[src/sv/assert_macros.svh]
// ----------------------------------------------------------------------------
// Assertion macros used by the RGB to HSV top-level design file.
// The including scope must provide clk_i and rst_ni.
// ----------------------------------------------------------------------------
`ifndef ASSERT_MACROS_SVH
`define ASSERT_MACROS_SVH

// The consequent must hold in the same cycle as the antecedent.
`define RTH_ASSERT_IMP(lbl, ante, cons) \
  lbl: assert property (@(posedge clk_i) disable iff (!rst_ni) (ante) |-> (cons)) \
    else $error("rgb_to_hsv: same-cycle check failed");

// The consequent must hold in the cycle after the antecedent.
`define RTH_ASSERT_NXT(lbl, ante, cons) \
  lbl: assert property (@(posedge clk_i) disable iff (!rst_ni) (ante) |=> (cons)) \
    else $error("rgb_to_hsv: next-cycle check failed");

`endif

[src/sv/rth_pkg.sv]
// ----------------------------------------------------------------------------
// rth_pkg
// Shared constants and types of the RGB to HSV converter.
// ----------------------------------------------------------------------------
package rth_pkg;

  // Default channel width in bits.
  localparam int unsigned CHANNEL_BITS_DEF = 16;

  // Control flags that travel with each pixel down the pipeline.
  typedef struct packed {
    logic valid;  // Stage holds a pixel.
    logic gray;   // Max equals min, hue is forced to zero.
    logic black;  // Max is zero, saturation is forced to zero.
  } rth_ctrl_t;

endpackage

[src/sv/rth_if.sv]
// ----------------------------------------------------------------------------
// rth_if
// Valid/ready channel interfaces for RGB pixels in and HSV pixels out.
// ----------------------------------------------------------------------------

// RGB pixel channel.
interface rth_pix_if #(
  parameter int unsigned CHANNEL_BITS = rth_pkg::CHANNEL_BITS_DEF
);
  logic                    valid;
  logic                    ready;
  logic [CHANNEL_BITS-1:0] red_in;
  logic [CHANNEL_BITS-1:0] green_in;
  logic [CHANNEL_BITS-1:0] blue_in;

  modport source (output valid, output red_in, output green_in, output blue_in,
                  input ready);
  modport sink   (input valid, input red_in, input green_in, input blue_in,
                  output ready);
endinterface

// HSV pixel channel.
interface rth_hsv_if #(
  parameter int unsigned CHANNEL_BITS = rth_pkg::CHANNEL_BITS_DEF
);
  logic                    valid;
  logic                    ready;
  logic [CHANNEL_BITS-1:0] hue_out;
  logic [CHANNEL_BITS-1:0] sat_out;
  logic [CHANNEL_BITS-1:0] val_out;

  modport source (output valid, output hue_out, output sat_out, output val_out,
                  input ready);
  modport sink   (input valid, input hue_out, input sat_out, input val_out,
                  output ready);
endinterface

[src/sv/rth_front.sv]
// ----------------------------------------------------------------------------
// rth_front
// Two pipeline stages: max/min search, then the hue numerator and the
// starting remainders and divisors of the two long divisions.
// ----------------------------------------------------------------------------
module rth_front #(
  parameter int unsigned CHANNEL_BITS = rth_pkg::CHANNEL_BITS_DEF
) (
  input  logic                    clk_i,
  input  logic                    rst_ni,
  input  logic                    en_i,
  input  logic                    valid_i,
  input  logic [CHANNEL_BITS-1:0] red_i,
  input  logic [CHANNEL_BITS-1:0] green_i,
  input  logic [CHANNEL_BITS-1:0] blue_i,
  output rth_pkg::rth_ctrl_t      ctrl_o,
  output logic [CHANNEL_BITS+2:0] hrem_o,
  output logic [CHANNEL_BITS+2:0] hden_o,
  output logic [CHANNEL_BITS-1:0] srem_o,
  output logic [CHANNEL_BITS-1:0] sq_o,
  output logic [CHANNEL_BITS-1:0] mx_o
);

  localparam int unsigned W = CHANNEL_BITS;

  // Channel that holds the maximum, with red first, then green, then blue.
  typedef enum logic [1:0] {
    CH_RED   = 2'd0,
    CH_GREEN = 2'd1,
    CH_BLUE  = 2'd2
  } ch_e;

  logic            s1_vld_q;
  logic [W-1:0]    s1_mx_q, s1_mx_d;
  logic [W-1:0]    s1_mn_q, s1_mn_d;
  ch_e             s1_ch_q, s1_ch_d;
  logic [W:0]      s1_diff_q, s1_diff_d;

  logic [W-1:0]    df;
  logic [W+2:0]    df6;
  logic [W+3:0]    kdf;
  logic [W+3:0]    base;
  logic [W+3:0]    nsum;

  rth_pkg::rth_ctrl_t ctrl_q, ctrl_d;
  logic [W+2:0]    hrem_q, hrem_d;
  logic [W+2:0]    hden_q;
  logic [W-1:0]    srem_q, srem_d;
  logic [W-1:0]    sq_q, sq_d;
  logic [W-1:0]    mx_q;

  // Stage one: find max, min, the winning channel and its channel difference.
  always_comb begin
    if ((red_i >= green_i) && (red_i >= blue_i)) begin
      s1_ch_d   = CH_RED;
      s1_mx_d   = red_i;
      s1_diff_d = {1'b0, green_i} - {1'b0, blue_i};
    end else if (green_i >= blue_i) begin
      s1_ch_d   = CH_GREEN;
      s1_mx_d   = green_i;
      s1_diff_d = {1'b0, blue_i} - {1'b0, red_i};
    end else begin
      s1_ch_d   = CH_BLUE;
      s1_mx_d   = blue_i;
      s1_diff_d = {1'b0, red_i} - {1'b0, green_i};
    end
    s1_mn_d = red_i;
    if (green_i < s1_mn_d) begin
      s1_mn_d = green_i;
    end
    if (blue_i < s1_mn_d) begin
      s1_mn_d = blue_i;
    end
  end

  always_ff @(posedge clk_i or negedge rst_ni) begin
    if (!rst_ni) begin
      s1_vld_q <= 1'b0;
    end else if (en_i) begin
      s1_vld_q <= valid_i;
    end
  end

  always_ff @(posedge clk_i) begin
    if (en_i) begin
      s1_mx_q   <= s1_mx_d;
      s1_mn_q   <= s1_mn_d;
      s1_ch_q   <= s1_ch_d;
      s1_diff_q <= s1_diff_d;
    end
  end

  // Stage two: hue numerator folded into [0, 6*df), and the division seeds.
  // A negative numerator on the red sector gains one full turn (6*df).
  always_comb begin
    df  = s1_mx_q - s1_mn_q;
    df6 = ({3'b000, df} << 2) + ({3'b000, df} << 1);
    case (s1_ch_q)
      CH_RED:   kdf = '0;
      CH_GREEN: kdf = {3'b000, df, 1'b0};
      CH_BLUE:  kdf = {2'b00, df, 2'b00};
      default:  kdf = '0;
    endcase
    base = {{3{s1_diff_q[W]}}, s1_diff_q} + kdf;
    nsum = base[W+3] ? (base + {1'b0, df6}) : base;
    hrem_d = nsum[W+2:0];

    // Saturation numerator df*(2^W-1) splits into (df-1) high and -df low.
    srem_d = (df == '0) ? '0 : (df - W'(1));
    sq_d   = W'(0) - df;

    ctrl_d.valid = s1_vld_q;
    ctrl_d.gray  = (df == '0);
    ctrl_d.black = (s1_mx_q == '0);
  end

  always_ff @(posedge clk_i or negedge rst_ni) begin
    if (!rst_ni) begin
      ctrl_q <= '0;
    end else if (en_i) begin
      ctrl_q <= ctrl_d;
    end
  end

  always_ff @(posedge clk_i) begin
    if (en_i) begin
      hrem_q <= hrem_d;
      hden_q <= df6;
      srem_q <= srem_d;
      sq_q   <= sq_d;
      mx_q   <= s1_mx_q;
    end
  end

  assign ctrl_o = ctrl_q;
  assign hrem_o = hrem_q;
  assign hden_o = hden_q;
  assign srem_o = srem_q;
  assign sq_o   = sq_q;
  assign mx_o   = mx_q;

endmodule

[src/sv/rth_div_step.sv]
// ----------------------------------------------------------------------------
// rth_div_step
// One registered restoring-division step for both the hue and the
// saturation quotient: each instance retires one quotient bit of each.
// ----------------------------------------------------------------------------
module rth_div_step #(
  parameter int unsigned CHANNEL_BITS = rth_pkg::CHANNEL_BITS_DEF
) (
  input  logic                    clk_i,
  input  logic                    rst_ni,
  input  logic                    en_i,
  input  rth_pkg::rth_ctrl_t      ctrl_i,
  input  logic [CHANNEL_BITS+2:0] hrem_i,
  input  logic [CHANNEL_BITS+2:0] hden_i,
  input  logic [CHANNEL_BITS-1:0] hq_i,
  input  logic [CHANNEL_BITS-1:0] srem_i,
  input  logic [CHANNEL_BITS-1:0] sq_i,
  input  logic [CHANNEL_BITS-1:0] mx_i,
  output rth_pkg::rth_ctrl_t      ctrl_o,
  output logic [CHANNEL_BITS+2:0] hrem_o,
  output logic [CHANNEL_BITS+2:0] hden_o,
  output logic [CHANNEL_BITS-1:0] hq_o,
  output logic [CHANNEL_BITS-1:0] srem_o,
  output logic [CHANNEL_BITS-1:0] sq_o,
  output logic [CHANNEL_BITS-1:0] mx_o
);

  localparam int unsigned W = CHANNEL_BITS;

  logic [W+3:0] htry, hsub;
  logic         hge;
  logic [W:0]   stry, ssub;
  logic         sge;

  rth_pkg::rth_ctrl_t ctrl_q;
  logic [W+2:0] hrem_q, hrem_d;
  logic [W+2:0] hden_q;
  logic [W-1:0] hq_q, hq_d;
  logic [W-1:0] srem_q, srem_d;
  logic [W-1:0] sq_q, sq_d;
  logic [W-1:0] mx_q;

  // Hue: the numerator's low bits are zero, so a zero is shifted in.
  always_comb begin
    htry   = {hrem_i, 1'b0};
    hsub   = htry - {1'b0, hden_i};
    hge    = (htry >= {1'b0, hden_i});
    hrem_d = hge ? hsub[W+2:0] : htry[W+2:0];
    hq_d   = {hq_i[W-2:0], hge};
  end

  // Saturation: the low numerator bits leave the top of sq as quotient
  // bits enter at the bottom.
  always_comb begin
    stry   = {srem_i, sq_i[W-1]};
    ssub   = stry - {1'b0, mx_i};
    sge    = (stry >= {1'b0, mx_i});
    srem_d = sge ? ssub[W-1:0] : stry[W-1:0];
    sq_d   = {sq_i[W-2:0], sge};
  end

  always_ff @(posedge clk_i or negedge rst_ni) begin
    if (!rst_ni) begin
      ctrl_q <= '0;
    end else if (en_i) begin
      ctrl_q <= ctrl_i;
    end
  end

  always_ff @(posedge clk_i) begin
    if (en_i) begin
      hrem_q <= hrem_d;
      hden_q <= hden_i;
      hq_q   <= hq_d;
      srem_q <= srem_d;
      sq_q   <= sq_d;
      mx_q   <= mx_i;
    end
  end

  assign ctrl_o = ctrl_q;
  assign hrem_o = hrem_q;
  assign hden_o = hden_q;
  assign hq_o   = hq_q;
  assign srem_o = srem_q;
  assign sq_o   = sq_q;
  assign mx_o   = mx_q;

endmodule

[src/sv/rgb_to_hsv.sv]
// An accepted transaction passes the front-end stages, then the division stages.
// Throughput: one pixel per cycle unless the output stalls; the CHANNEL_BITS
// division stages retire one quotient bit each, so a new pixel enters every cycle.
// A stalled output freezes the whole pipeline and holds the input off.
// Reset (rst_ni low, asynchronous) clears all stage valid bits.
// ----------------------------------------------------------------------------
// rgb_to_hsv
// Fixed-point RGB to HSV pixel converter: max/min front end followed by
// pipelined restoring dividers for hue and saturation.
// ----------------------------------------------------------------------------
`include "assert_macros.svh"

module rgb_to_hsv #(
  parameter int unsigned CHANNEL_BITS = rth_pkg::CHANNEL_BITS_DEF
) (
  input  logic       clk_i,
  input  logic       rst_ni,
  rth_pix_if.sink    pix_i,
  rth_hsv_if.source  hsv_o
);

  localparam int unsigned W = CHANNEL_BITS;

  logic adv;

  rth_pkg::rth_ctrl_t ctrl [W+1];
  logic [W+2:0]       hrem [W+1];
  logic [W+2:0]       hden [W+1];
  logic [W-1:0]       hq   [W+1];
  logic [W-1:0]       srem [W+1];
  logic [W-1:0]       sq   [W+1];
  logic [W-1:0]       mx   [W+1];

  // The pipeline moves when its last stage is empty or being drained.
  assign adv         = !ctrl[W].valid || hsv_o.ready;
  assign pix_i.ready = adv;

  // Front end: max/min and division seeds.
  rth_front #(
    .CHANNEL_BITS(W)
  ) u_front (
    .clk_i  (clk_i),
    .rst_ni (rst_ni),
    .en_i   (adv),
    .valid_i(pix_i.valid),
    .red_i  (pix_i.red_in),
    .green_i(pix_i.green_in),
    .blue_i (pix_i.blue_in),
    .ctrl_o (ctrl[0]),
    .hrem_o (hrem[0]),
    .hden_o (hden[0]),
    .srem_o (srem[0]),
    .sq_o   (sq[0]),
    .mx_o   (mx[0])
  );

  assign hq[0] = '0;

  // One division step per quotient bit.
  for (genvar i = 0; i < W; i++) begin : g_div
    rth_div_step #(
      .CHANNEL_BITS(W)
    ) u_step (
      .clk_i (clk_i),
      .rst_ni(rst_ni),
      .en_i  (adv),
      .ctrl_i(ctrl[i]),
      .hrem_i(hrem[i]),
      .hden_i(hden[i]),
      .hq_i  (hq[i]),
      .srem_i(srem[i]),
      .sq_i  (sq[i]),
      .mx_i  (mx[i]),
      .ctrl_o(ctrl[i+1]),
      .hrem_o(hrem[i+1]),
      .hden_o(hden[i+1]),
      .hq_o  (hq[i+1]),
      .srem_o(srem[i+1]),
      .sq_o  (sq[i+1]),
      .mx_o  (mx[i+1])
    );
  end

  // Output transaction, with the gray and black special cases applied.
  assign hsv_o.valid   = ctrl[W].valid;
  assign hsv_o.hue_out = ctrl[W].gray  ? '0 : hq[W];
  assign hsv_o.sat_out = ctrl[W].black ? '0 : sq[W];
  assign hsv_o.val_out = mx[W];

  // A finished hue division leaves a remainder below its divisor.
  `RTH_ASSERT_IMP(a_hue_rem, ctrl[W].valid && !ctrl[W].gray, hrem[W] < hden[W])
  // A finished saturation division leaves a remainder below the maximum.
  `RTH_ASSERT_IMP(a_sat_rem, ctrl[W].valid && !ctrl[W].black, srem[W] < mx[W])
  // A black pixel has zero saturation and zero hue.
  `RTH_ASSERT_IMP(a_black_zero, hsv_o.valid && (hsv_o.val_out == '0),
                  (hsv_o.sat_out == '0) && (hsv_o.hue_out == '0))

endmodule

[src/flat_wrapper.sv]
// flat-port wrapper written by rule: the top's interface ports become plain ports
module rgb_to_hsv_flat 
#(
  parameter int unsigned CHANNEL_BITS = rth_pkg::CHANNEL_BITS_DEF
)
  (clk_i, rst_ni, pix_i_valid, pix_i_red_in, pix_i_green_in, pix_i_blue_in, pix_i_ready, hsv_o_valid, hsv_o_hue_out, hsv_o_sat_out, hsv_o_val_out, hsv_o_ready);
  rth_pix_if #(.CHANNEL_BITS(CHANNEL_BITS)) pix_i_i ();
  rth_hsv_if #(.CHANNEL_BITS(CHANNEL_BITS)) hsv_o_i ();
  input  logic clk_i;
  input  logic rst_ni;
  input wire logic [$bits(pix_i_i.valid)-1:0] pix_i_valid;
  input wire logic [$bits(pix_i_i.red_in)-1:0] pix_i_red_in;
  input wire logic [$bits(pix_i_i.green_in)-1:0] pix_i_green_in;
  input wire logic [$bits(pix_i_i.blue_in)-1:0] pix_i_blue_in;
  output wire logic [$bits(pix_i_i.ready)-1:0] pix_i_ready;
  output wire logic [$bits(hsv_o_i.valid)-1:0] hsv_o_valid;
  output wire logic [$bits(hsv_o_i.hue_out)-1:0] hsv_o_hue_out;
  output wire logic [$bits(hsv_o_i.sat_out)-1:0] hsv_o_sat_out;
  output wire logic [$bits(hsv_o_i.val_out)-1:0] hsv_o_val_out;
  input wire logic [$bits(hsv_o_i.ready)-1:0] hsv_o_ready;
  assign pix_i_i.valid = pix_i_valid;
  assign pix_i_i.red_in = pix_i_red_in;
  assign pix_i_i.green_in = pix_i_green_in;
  assign pix_i_i.blue_in = pix_i_blue_in;
  assign pix_i_ready = pix_i_i.ready;
  assign hsv_o_valid = hsv_o_i.valid;
  assign hsv_o_hue_out = hsv_o_i.hue_out;
  assign hsv_o_sat_out = hsv_o_i.sat_out;
  assign hsv_o_val_out = hsv_o_i.val_out;
  assign hsv_o_i.ready = hsv_o_ready;
  rgb_to_hsv #(.CHANNEL_BITS(CHANNEL_BITS)) u_core (.clk_i(clk_i), .rst_ni(rst_ni), .pix_i(pix_i_i), .hsv_o(hsv_o_i));
endmodule
[config.mk]
export PLATFORM = sky130hd
export DESIGN_NAME = rgb_to_hsv_flat
export DESIGN_NICKNAME = d
export VERILOG_FILES = /design/src/sv/rth_pkg.sv /design/src/sv/rth_if.sv /design/src/sv/rth_front.sv /design/src/sv/rth_div_step.sv /design/src/sv/rgb_to_hsv.sv /design/src/flat_wrapper.sv
export VERILOG_INCLUDE_DIRS = /design/src /design/src/sv
export SDC_FILE = /design/constraint.sdc
export NUM_CORES = 2
export LEC_CHECK = 0
export BUFFER_PORTS_ARGS = -buffer_cell sky130_fd_sc_hd__buf_2
export CORE_MARGIN = 8
export CORE_UTILIZATION = 45
export CTS_BUF_LIST = sky130_fd_sc_hd__clkbuf_16
export CTS_CLUSTER_SIZE = 25
export DETAILED_ROUTE_END_ITERATION = 10
export PLACE_DENSITY = 0.7
export SKIP_CTS_REPAIR_TIMING = 1
export SYNTH_ARGS = -nofsm -noshare
export SYNTH_HDL_FRONTEND = slang
export SYNTH_SLANG_ARGS = --single-unit
[constraint.sdc]
create_clock -name clk_i -period 53.9 [get_ports clk_i]
set_input_delay 2.695 -clock clk_i [delete_from_list [all_inputs] [get_ports clk_i]]
set_output_delay 2.695 -clock clk_i [all_outputs]
set_load 0.02 [all_outputs]
---- Word level (Yosys, flattened, before mapping) ----
Index checks and enable logic that the tools add are counted.
cells by class
  order comparisons ....................... 37
  muxes and demuxes ....................... 41
  reduce and logical (&&, ||, !) cells .... 5
  add/sub/neg operators ................... 39
  equal/unequal tests ..................... 2
operator list
  kind                   number
  $mux 16                21
  $ge 20x19->1           16
  $mux 19                16
  $sub 19x19->19         15
  $ge 17x16->1           16
  $sub 16x16->16         16
  $sub 16x16->17         3
  $ge 16x16->1           3
  $pmux 18 s2            1
  $mux 17                2
  $logic_not 16->1       2
  $lt 16x16->1           2
  $add 17x19->20         1
  $add 18x17->19         1
  $add 19x19->19         1
  $sub 1x16->16 const A  1
  $sub 16x1->16 const B  1
  $eq 2x1->1 const B     1
  $eq 2x2->1 const B     1
  $mux 2                 1
  $logic_and 1x1->1      1
  $logic_not 1->1        1
  $logic_or 1x1->1       1
storage, ports and cells
  input bits .............................. 52
  logic and storage cells ................. 293
  register bits ........................... 1647
  output and inout bits ................... 50

---- Logic depth before layout (Yosys ltp) ----
  depth after elaboration ................. 5
  depth in mapped cells ................... 30
  depth with buffers taken out ............ 29

---- By module ----
A second synthesis with hierarchy kept.
second synthesis, totals
  cells, all modules ...................... 8291
  area total of the unflattened synthesis .. 100556.4 um^2
by module, submodules not included
  module                                       cells an instance  times used  seq. area each (um^2)  area an instance (um^2)
  rth_div_step at u_core.g_div[12].u_step ...  450                10          3138.0                 5575.3
  rth_div_step at u_core.g_div[0].u_step ...   407                5           3138.0                 5393.9
  rth_front                                    1261               1           4124.0                 11890.2
  rth_div_step at u_core.g_div[1].u_step       459                1           3138.0                 5645.4
  rgb_to_hsv                                   36                 1           0.0                    297.8

---- Worst setup path after synthesis ----
Ideal clock, no wire load.
  path kind ............................... input to register
  start ................................... in hsv_o_ready
  end ..................................... reg u_core.g_div[13].u_step.ctrl_q, in the netlist u_core.g_div[13].u_step.ctrl_o[1]
  setup time .............................. 0.214 ns
  path buffers ............................ 2
  setup slack ............................. 3.922 ns
  required time ........................... 53.686 ns
  arrival ................................. 49.764 ns
  stages .................................. 4
  cell sequence ........................... nand2b_1 > clkbuf_1 > buf_1 > mux2_2
on the way
  word-level cells in the longest chain between the ends .. 1
RTL lines
  what                  line                RTL
  from (decl)           flat_wrapper.sv:20  input wire logic [$bits(hsv_o_i.ready)-1:0] hsv_o_ready;
  $logic_or 1x1->1      rgb_to_hsv.sv:35    assign adv = !ctrl[W].valid || hsv_o.ready;
  net pix_i_ready       flat_wrapper.sv:15  output wire logic [$bits(pix_i_i.ready)-1:0] pix_i_ready;
  to (signal assigned)  rth_div_step.sv:66  ctrl_q <= ctrl_i;
  to (decl)             rth_div_step.sv:35  rth_pkg::rth_ctrl_t ctrl_q;
The timed path passes the listed nets, and every way through them passes these cells.
A chain may end at the register's enable or synchronous reset.

---- Final worst setup path ----
  start ................................... in hsv_o_ready
  end ..................................... reg u_core.u_front.s1_ch_q[0], enable pin
on the way
  word-level cells in the longest chain between the ends .. 1
RTL lines
  what                  line              RTL
  $logic_or 1x1->1      rgb_to_hsv.sv:35
  to (signal assigned)  rth_front.sv:88   s1_ch_q <= s1_ch_d;
  to (decl)             rth_front.sv:36   ch_e s1_ch_q, s1_ch_d;
No other way between the ends.

==> flow_metrics.env <==
export IMPL_outcome="complete, no violations"
export IMPL_gr_total_overflow=0
export IMPL_finalInstanceArea_mm2=0.0945
export IMPL_fill_cells=15926
export IMPL_criticalPathCategory="in2reg"
export IMPL_most_common_layout_cells="edfxtp_1, inv_1, ha_1, a21oi_1, nor2_1"
export IMPL_synthCells=7072
export IMPL_cp_start_kind="input pin"
export IMPL_synth_area_leader_cell="edfxtp_1"
export IMPL_worst_pin_slew_ns=1.15
export IMPL_clock_root_buffer="clkbuf_16"
export IMPL_synth_area_mm2=0.0852
export IMPL_grt_pass1_vias=53902
export IMPL_grt_pass1_wl_um=270000
export IMPL_area_growth_pct=10.9
export IMPL_antenna_cells=0
export IMPL_cp_data_arrival_time_ns=7.78
export IMPL_io_pins=102
export IMPL_num_vias=52762
export IMPL_max_freq_mhz=136
export IMPL_io_buffer_count=101
export IMPL_syn_nets=7838
export IMPL_cts_buffers=169
export IMPL_rows=159
export IMPL_core_area_mm2=0.188
export IMPL_clk_path_buf_depth=3
export IMPL_synthFlopType="edfxtp_1"
export IMPL_gp_congestion=0.892
export IMPL_grt_max_degree=219
export IMPL_synth_edff_count=1533
export IMPL_drive_above_1_share_pct=11.1
export IMPL_die_x_um=451
export IMPL_cts_num_sinks=1585
export IMPL_avgSynthCellArea_um2=12.0
export IMPL_drt_total_wl_um=168000
export IMPL_final_antenna_net_count=0
export IMPL_dpl_instance_area_mm2=0.0888
export IMPL_worstPathMaxFanout=182
export IMPL_drv_slew=0
export IMPL_fin_skew_ns=0.0444
export IMPL_fin_tns_setup_ns=0
export IMPL_synth_area_leaders="edfxtp_1, ha_1, mux2_2"
export IMPL_drt_iter0_markers=2746
export IMPL_synth_seq_cells=1585
export IMPL_dp_cells=9608
export IMPL_period_needed_ns=7.36
export IMPL_grt_use_total_pct=16.0
export IMPL_hold_viol=0
export IMPL_dp_hpwl_um=125000
export IMPL_antenna_found_initial=1
export IMPL_avgRoutedWirePerCell_um=16.9
export IMPL_cts_tree="done"
export IMPL_layout_commonest_cell="edfxtp_1"
export IMPL_synth_distinct_cells=87
export IMPL_ctsHtreeMaxLevel=4
export IMPL_drtPass1Iterations=5
export IMPL_drv_cap=0
export IMPL_fp_dieH_um=451
export IMPL_yosysSeqAreaShare_pct=55.5
export IMPL_crit_path_end_kind="flop"
export IMPL_drc=0
export IMPL_yosysWarningCount=0
export IMPL_clk_latency_ns=0.81
export IMPL_cp_required_ns=54.32
export IMPL_relSlewSlack_pct=22.9
export IMPL_fin_crit_sh_pct=13.7
export IMPL_async_reset_ff_share_pct=3.28
export IMPL_yosysTopAreaCellShare_pct=54.0
export IMPL_setup_violations=0
export IMPL_nets=8050
export IMPL_final_cells=9917
export IMPL_rsz0062_at_grt="false"
export IMPL_via_per_inst=5.32
export IMPL_initial_core_util_pct=45.3
export IMPL_hold_class="reg2reg"
export IMPL_dieArea_mm2=0.204
export IMPL_path_clk_slew_ns=0.06
==> stage by stage <==
step	setup WS, ns	hold WS [ns]	utilization, %
final	46.54	0.383	50.3
after detailed placement	45.69	0.405	47.2
after global routing	46.15	0.375	50.3
after CTS	46.55	0.374	50.3
after floorplan	3.92	0.400	-
after global placement	45.76	0.400	47.2
==> flip-flops by register name (all words and copies together) (netlist names), 2 cells and up <==
name / flops
u_core.g_div.u_step.ctrl_o: 48
u_core.u_front.s1_mx_q: 16
u_core.u_front.ctrl_o: 3
u_core.u_front.s1_mn_q: 16
u_core.u_front.hrem_o: 19
u_core.g_div.u_step.mx_o: 256
u_core.g_div.u_step.hrem_o: 270
u_core.u_front.srem_o: 16
u_core.u_front.s1_diff_q: 17
u_core.g_div.u_step.srem_o: 240
u_core.g_div.u_step.hden_o: 248
u_core.g_div.u_step.sq_o: 249
u_core.u_front.sq_o: 16
u_core.u_front.hden_o: 16
u_core.g_div.u_step.hq_o: 136
u_core.u_front.mx_o: 16
u_core.u_front.s1_ch_q: 2
==> synth_stat cells, drive strengths merged, types with 82 or more instances <==
cell    count
edfxtp   1533
inv       842
ha        677
a21oi     531
nor2      470
xnor2     335
nand2     328
mux2      326
o21ai     323
a21o      195
xor2      150
nor2b     147
nand4     115
nor3       87
mux2i      82
==> logic make-up (layout without fill, tap and decap cells) <==
family | Yosys count | count (layout) | share of synthesized area (%)
muxes | 408 | 408 | 5.27
adders and majority gates | 716 | 716 | 10.8
AOI/OAI and AO/OA | 1485 | 1485 | 10.8
and+or+nand+nor | 1449 | 1449 | 8.27
xor gates and xnor gates | 486 | 486 | 5.04
DFF | 1585 | 1585 | 55.5
buffers and inverters | 943 | 1293 | 4.24
==> worst paths after layout <==
kind                                                            start  depth (start not counted)  slack [ns]                                            to
max                                                       hsv_o_ready                          7       46.54       u_core.u_front.s1_ch_q[0]$_SDFFCE_PP0P_
min                        u_core.g_div[12].u_step.sq_o[10]$_DFFE_PP_                          0        0.38    u_core.g_div[13].u_step.sq_o[11]$_DFFE_PP_
max reg2reg                       u_core.u_front.s1_mx_q[0]$_DFFE_PP_                         26       47.61           u_core.u_front.hrem_o[16]$_DFFE_PP_
min reg2reg                u_core.g_div[12].u_step.sq_o[10]$_DFFE_PP_                          0        0.38    u_core.g_div[13].u_step.sq_o[11]$_DFFE_PP_
max in group asynchronous                                      rst_ni                          2       51.45  u_core.g_div[4].u_step.ctrl_o[0]$_DFFE_PN0P_
min in group asynchronous                                      rst_ni                          2        2.00  u_core.g_div[0].u_step.ctrl_o[2]$_DFFE_PN0P_
==> final cells by class <==
cell class                 count  area, um2  area share, %
clock inverter               138       1440           1.53
tap                         2495       3120           3.30
inverter                     843       3160           3.35
clock buffer                 171       4280           4.53
multi-input combinational   4544      34300           36.3
sequential                  1585      47300           50.1
timing repair buffer         141        843          0.892
==> metal layers <==
layer  vias up  share of wire (%)  track usage [%]
li1      26060                  -                -
met1     25271                 40             17.6
met2      1018                 52             30.2
met3       413                3.5             2.62
met4         0                4.5             7.13
met5         -                  0                0
==> critical path, cell delays in order <==
cell	delay (ns)
buf_2	0.08
nand2b_4	0.54
buf_12	0.73
buf_4	0.87
buf_4	0.80
buf_4	0.86
buf_4	0.90
Power is not shown: default switching activity piles up to over one toggle a cycle in this logic, so the estimate is an artifact.
